[src/bpa_ram.sv]
// generic simple ram: one write port, two registered read ports
// no dependencies
module bpa_ram #(
    parameter int WIDTH = 8,
    parameter int DEPTH = 16
) (
    input  logic                     i_clk,
    input  logic                     i_we,
    input  logic [$clog2(DEPTH)-1:0] i_waddr,
    input  logic [WIDTH-1:0]         i_wdata,
    input  logic [$clog2(DEPTH)-1:0] i_raddr_a,
    input  logic [$clog2(DEPTH)-1:0] i_raddr_b,
    output logic [WIDTH-1:0]         o_rdata_a,
    output logic [WIDTH-1:0]         o_rdata_b
);

    logic [WIDTH-1:0] r_mem [DEPTH];

    always_ff @(posedge i_clk) begin
        if (i_we) begin
            r_mem[i_waddr] <= i_wdata;
        end
        o_rdata_a <= r_mem[i_raddr_a];
        o_rdata_b <= r_mem[i_raddr_b];
    end

endmodule

[config.mk]
export PLATFORM = sky130hd
export DESIGN_NAME = bpa_ram
export DESIGN_NICKNAME = d
export VERILOG_FILES = /design/src/bpa_ram.sv
export SDC_FILE = /design/constraint.sdc
export NUM_CORES = 1
export LEC_CHECK = 0
export BUFFER_PORTS_ARGS = -buffer_cell sky130_fd_sc_hd__buf_2
export CAP_MARGIN = 40
export CORE_MARGIN = 4
export CORE_UTILIZATION = 30
export CTS_BUF_LIST = sky130_fd_sc_hd__clkbuf_8
export DETAILED_ROUTE_END_ITERATION = 12
export PLACE_DENSITY_LB_ADDON = 0.08
export SLEW_MARGIN = 20
export SYNTH_ARGS = -nofsm -noshare
export SYNTH_HDL_FRONTEND = slang
export SYNTH_SLANG_ARGS = --single-unit
[constraint.sdc]
create_clock -name i_clk -period 2.3 [get_ports i_clk]
set_input_delay 0.345 -clock i_clk [delete_from_list [all_inputs] [get_ports i_clk]]
set_output_delay 0.345 -clock i_clk [all_outputs]
set_load 0.02 [all_outputs]
==> results.sh, run 1 <==
export IMPL_wl_per_cell_um=25.6
export IMPL_leakage_nw=2.57
export IMPL_fin_worst_skew_ns=0.0125
export IMPL_crit_path_start_kind="input port"
export IMPL_numPortBuffers=37
export IMPL_cts_sinks=144
export IMPL_vdd_ir_drop_max_uv=336
export IMPL_clk_insertion_delay_late_ns=0.44
export IMPL_hold_path_startpoint="i_wdata[2]"
export IMPL_grt_antenna_before_repair=0
export IMPL_critical_path_startpoint="i_raddr_b[0]"
export IMPL_synth_avg_cell_area_um2=20.7
export IMPL_max_slew_worst_pin_slew_ns=0.640
export IMPL_nNetsFinal=406
export IMPL_grt_overflow_total=0
export IMPL_core_um2=20500
export IMPL_dp_cells=635
export IMPL_yosysSeqAreaShare_pct=65.6
export IMPL_synthCells=307
export IMPL_avgViaCountPerCell=5.17
export IMPL_multi_input_area_um2=2010
export IMPL_synth_nets=329
export IMPL_grt_pass1_vias=3711
export IMPL_n_fill_cell=1930
export IMPL_cpMaxStageDelayCell="mux4_1"
export IMPL_cp_required_ns=2.61
export IMPL_rows=52
export IMPL_crit_fanout=11
export IMPL_cts_root_buffer="clkbuf_8"
export IMPL_holdCritPathClass="input port to flip-flop"
export IMPL_grt_pass1_wl_um=25000
export IMPL_rsz0062_at_grt="false"
export IMPL_finalCriticalPeriod_ns=1.61
export IMPL_drive_above_1_share_pct=36.5
export IMPL_totalNegativeSetupSlack_ns=0
export IMPL_maxSlewViolCount=0
export IMPL_clockBufferDepth=2
export IMPL_cts_hold_buf=0
export IMPL_worstRegToRegCells=3
export IMPL_r2r_slack_ns=0.85
export IMPL_tritoncts="yes"
export IMPL_synth_cell_types=20
export IMPL_diodes=0
export IMPL_finalSetupViolations=0
export IMPL_post_route_period_util_pct=69.9
export IMPL_fin_cells=667
export IMPL_track_usage_pct=14.7
export IMPL_grt_max_degree=26
export IMPL_detail_route_iter0_violations=211
export IMPL_cts_buffers=17
export IMPL_start_util_pct=31.0
export IMPL_crit_type="input port to flip-flop"
export IMPL_status="finished clean"
export IMPL_finalHoldViolCount=0
export IMPL_wl_um=17100
export IMPL_powerDensity_nw_per_um2=730
export IMPL_crit_chain="buf_2, buf_12, mux4_1, a22oi_1, nand2_1"
export IMPL_yosysWarningCount=0
export IMPL_crit_end="o_rdata_b[3]"
export IMPL_postCtsSetupBuffers=0
export IMPL_maxCapViolCount=0
export IMPL_fp_dieW_um=153
export IMPL_drc=0
export IMPL_slew_limit_headroom_pct=57.3
export IMPL_dr_total_vias=3446
export IMPL_ant_nets=0
export IMPL_path_clk_slew_ns=0.09
export IMPL_hpwl_um=11900
export IMPL_power_total_mw=5.44
export IMPL_crit_arrival_ns=1.92
export IMPL_cts_repair_resized=0
export IMPL_rr_endpoint="o_rdata_b[7]"
export IMPL_max_freq_ghz=0.622
export IMPL_ys_ff_latch=144
export IMPL_gp_congestion=0.754
export IMPL_cp_end_kind="flip-flop"
export IMPL_syn_to_final_growth_pct=17.4
export IMPL_ctsHtreeMaxLevel=4
export IMPL_slowest_delay_ns=0.55
export IMPL_regToRegStartpoint="r_mem[3][7]"
export IMPL_syn_cell_area_um2=6350
export IMPL_die_area_um2=23500
export IMPL_drt_pass1_iterations=4
export IMPL_ios=38
export IMPL_die_height_um=153
export IMPL_seqCellArea_um2=4160
sequential cells by signal, indices dropped and copies added (netlist names):
| register | flops |
|---|---|
| o_rdata_a | 8 |
| r_mem | 128 |
| o_rdata_b | 8 |
worst min path at each step:
stage              endpoint  slack, ns  cells past startpoint
2_1_floorplan   r_mem[0][0]       0.44                      0
3_3_place_gp   o_rdata_a[1]       0.69                      3
3_5_place_dp   o_rdata_b[1]       0.68                      3
4_1_cts         r_mem[4][2]       0.25                      1
5_1_grt         r_mem[4][2]       0.25                      1
6_report        r_mem[6][2]       0.28                      1
per-layer routing:
| layer | track usage [%] | vias up | wire (um) |
|---|---|---|---|
| li1 | - | 1492 | - |
| met1 | 20.9 | 1853 | 8080 |
| met2 | 22.9 | 93 | 8090 |
| met3 | 3.79 | 8 | 813 |
| met4 | 3.45 | 0 | 122 |
| met5 | 0 | - | 0 |
power by group:
group | switching [mW] | internal [mW] | leakage [nW]
sequential | 0.0312 | 2.92 | 1.29
combinational | 0.288 | 0.222 | 1.09
clock | 1.00 | 0.973 | 0.192
total | 1.32 | 4.12 | 2.57
cells in the final DEF, fill, tap and decap left out, types with 4 or more instances in the layout:
cell type / n
edfxtp_1: 128
buf_2: 37
buf_4: 37
mux4_2: 34
a22oi_1: 32
mux4_1: 28
nand2_1: 17
clkbuf_8: 17
dfxtp_1: 16
nor2_1: 14
clkinv_4: 5
nor3_1: 4
buf_12: 4
cell usage after synthesis:
master           number  share of area (%)
mux4_2               34                 12
nand2b_1              2               0.20
a22oi_1              32                3.8
nand3b_1              2               0.24
nor3_1                4               0.32
dfxtp_1              16                5.0
nand2_1              17                1.0
buf_4                 2               0.24
or3b_2                1               0.14
mux4_4                2               0.79
nor2b_1               2               0.20
nand3_1               1              0.079
and2b_1               2               0.24
buf_6                 6                1.1
clkdlybuf4s25_2       6               0.95
mux4_1               28                 12
edfxtp_1            128                 61
nor2_1               14               0.83
buf_2                 6               0.47
and2_1                2               0.20
metrics by stage:
stage / utilization (%) / hold WS [ns] / cell area, um2 / setup slack, ns
2_1_floorplan: - / 0.444 / 6350 / 0.462
3_3_place_gp: 34.4 / 0.692 / 7050 / 0.190
4_1_cts: 36.3 / 0.246 / 7450 / 0.705
6_report: 36.3 / 0.275 / 7450 / 0.692
3_5_place_dp: 34.4 / 0.684 / 7050 / 0.235
5_1_grt: 36.3 / 0.247 / 7450 / 0.698
logic make-up after synthesis:
| family | after synthesis | share of synthesized area (%) |
|---|---|---|
| buf+inv | 20 | 2.72 |
| simple gates | 47 | 3.43 |
| flops | 144 | 65.6 |
| compound gates | 32 | 3.79 |
| mux | 64 | 24.4 |
critical path: cells and delay by family:
family	cells	cell delay (ns)
buf+inv	2	0.60
simple gates	1	0.08
compound gates	1	0.34
mux	1	0.55
area by class of cell:
cell class | count | share of cell area [%]
clock inverter | 15 | 2.15
timing repair buffer | 78 | 7.29
clock buffer | 17 | 3.14
tap | 270 | 4.54
sequential | 144 | 55.9
multi-input combinational | 143 | 27.0
Note: power is estimated with default switching activity, not from simulation.
==> run 2: changes to the inputs <==
==> constraint.sdc (replaced) <==
create_clock -name i_clk -period 1.41 [get_ports i_clk]
set_input_delay 0.2115 -clock i_clk [delete_from_list [all_inputs] [get_ports i_clk]]
set_output_delay 0.2115 -clock i_clk [all_outputs]
set_load 0.02 [all_outputs]
==> run 2 against run 1 <==
Largest power group unchanged. First-iteration DRC count is 6.2% lower. Largest cell class unchanged. The flow now finishes with violations (setup timing). Design area up 2.5%. Worst hold slack got worse by 0.12 ns. Sequential share of layout area shrank 1.3 points. Critical path type is now flip-flop to flip-flop. Global-route usage shrank 0.56 points. Sequential power is 63% higher. Critical endpoint is now o_rdata_a[0].
==> results.sh, run 2 (synthesis gave the netlist of run 1 again) <==
export IMPL_fin_worst_skew_ns=0.00905
export IMPL_drive_above_1_share_pct=40.5
export IMPL_core_um2=20500
export IMPL_crit_fanout=2
export IMPL_holdCritPathClass="input port to flip-flop"
export IMPL_max_slew_worst_pin_slew_ns=0.599
export IMPL_slew_limit_headroom_pct=60.1
export IMPL_fp_dieW_um=153
export IMPL_max_flop_register="r_mem"
export IMPL_finalHoldViolCount=0
export IMPL_r2r_slack_ns=-0.009
export IMPL_failed_checks="setup timing"
export IMPL_grt_antenna_before_repair=0
export IMPL_crit_path_start_kind="flip-flop"
export IMPL_regToRegStartpoint="r_mem[3][0]"
export IMPL_drt_pass1_iterations=5
export IMPL_crit_type="flip-flop to flip-flop"
export IMPL_path_clk_slew_ns=0.08
export IMPL_gp_congestion=0.723
export IMPL_die_area_um2=23500
export IMPL_setup_ws_ns=-0.00867
export IMPL_top_regs="r_mem: 128 flops, o_rdata_a: 8 flops, o_rdata_b: 8 flops"
export IMPL_maxSlewViolCount=0
export IMPL_detail_route_iter0_violations=198
export IMPL_slowest_delay_ns=0.62
export IMPL_rows=52
export IMPL_powerDensity_nw_per_um2=1170
export IMPL_rr_endpoint="o_rdata_a[0]"
export IMPL_diodes=0
export IMPL_rsz0062_at_grt="true"
export IMPL_avgViaCountPerCell=4.96
export IMPL_hpwl_um=11400
export IMPL_start_util_pct=31.0
export IMPL_wl_um=16200
export IMPL_ios=38
export IMPL_numPortBuffers=37
export IMPL_status="complete, but fails checks"
export IMPL_dp_cells=646
export IMPL_whs_ns=0.153
export IMPL_cts_sinks=144
export IMPL_drc=0
export IMPL_crit_arrival_ns=1.74
export IMPL_wl_per_cell_um=23.9
export IMPL_grt_max_degree=17
export IMPL_cts_root_buffer="clkbuf_8"
export IMPL_cp_end_kind="flip-flop"
export IMPL_syn_to_final_growth_pct=20.2
export IMPL_finalCriticalPeriod_ns=1.42
export IMPL_maxCapViolCount=0
export IMPL_ctsHtreeMaxLevel=4
export IMPL_leakage_nw=2.64
export IMPL_cts_hold_buf=0
export IMPL_largest_reg_flops=128
export IMPL_ant_nets=0
export IMPL_critical_path_startpoint="r_mem[3][0]"
export IMPL_die_height_um=153
export IMPL_cp_required_ns=1.73
export IMPL_cpMaxStageDelayCell="mux4_4"
export IMPL_grt_pass1_vias=3689
export IMPL_crit_end="o_rdata_a[0]"
export IMPL_nNetsFinal=416
export IMPL_grt_overflow_total=0
export IMPL_cts_buffers=17
export IMPL_clockBufferDepth=2
export IMPL_clk_insertion_delay_late_ns=0.44
export IMPL_finalSetupViolations=1
export IMPL_n_fill_cell=1920
export IMPL_worstRegToRegCells=3
export IMPL_max_freq_ghz=0.705
export IMPL_post_route_period_util_pct=101
export IMPL_crit_chain="mux4_4, a22oi_2, nand2_1"
export IMPL_dr_total_vias=3355
export IMPL_track_usage_pct=14.2
export IMPL_vdd_ir_drop_max_uv=516
export IMPL_mostFrequentLayoutCell="edfxtp_1"
export IMPL_layout_common_cells="edfxtp_1, buf_4, buf_2"
export IMPL_tritoncts="yes"
export IMPL_fin_cells=677
export IMPL_grt_pass1_wl_um=24100
[run 2: worst min path at each step]
| stage | startpoint | end | slack [ns] | depth (start not counted) |
|---|---|---|---|---|
| 6_report | i_wdata[7] | r_mem[14][7] | 0.15 | 1 |
| 3_5_place_dp | i_wdata[4] | r_mem[15][4] | 0.61 | 1 |
| 3_3_place_gp | i_wdata[4] | r_mem[13][4] | 0.60 | 1 |
| 5_1_grt | i_wdata[4] | r_mem[10][4] | 0.13 | 1 |
| 4_1_cts | i_wdata[4] | r_mem[12][4] | 0.12 | 1 |
| 2_1_floorplan | i_wdata[0] | r_mem[0][0] | 0.31 | 0 |
[run 2: stage by stage]
step,instance area [um2],setup slack [ns],setup TNS [ns],total power [mW],util [%]
2_1_floorplan,6350,-0.0676,-2.03,5.40,-
3_3_place_gp,7180,-0.289,-6.30,5.80,35.0
3_5_place_dp,7200,-0.284,-6.76,5.81,35.2
4_1_cts,7630,-0.0104,-0.0104,9.06,37.2
5_1_grt,7630,-0.0580,-0.119,9.33,37.2
6_report,7630,-0.00867,-0.00867,8.94,37.2
[run 2: power by group]
| group | leakage, nW | switching, mW | internal [mW] |
|---|---|---|---|
| registers | 1.29 | 0.0543 | 4.77 |
| logic | 1.16 | 0.477 | 0.411 |
| clock network | 0.192 | 1.53 | 1.70 |
[run 2: cell type report]
type / count / area [um2] / area share (%)
Tap cell: 270 / 338 / 4.43
Multi-Input combinational cell: 143 / 2060 / 27.0
Timing Repair Buffer: 88 / 681 / 8.92
Sequential cell: 144 / 4160 / 54.6
Clock buffer: 17 / 234 / 3.07
Clock inverter: 15 / 151 / 1.98
[run 2: worst max-delay path, delay by kind of cell (launching register included)]
family,cells,cell delay [ns]
multiplexers,1,0.62
flip-flops,1,0.40
AO/OA/AOI/OAI,1,0.18
AND/OR/NAND/NOR,1,0.10
[run 2: what timing repair did]
action / 4_1_cts / 5_1_grt
resized for setup: 8 / 4
buffers inserted: 0 / 0
endpoints found under the setup margin: 8 / 9
pin swaps: 3 / 6
[run 2: routing by layer]
metal	share of wire [%]	vias to the layer above	global-route usage, %
li1	-	1510	-
met4	0.90	0	4.12
met1	43	1753	18.5
met3	4.8	6	3.42
met5	0	-	0
met2	51	86	23.6
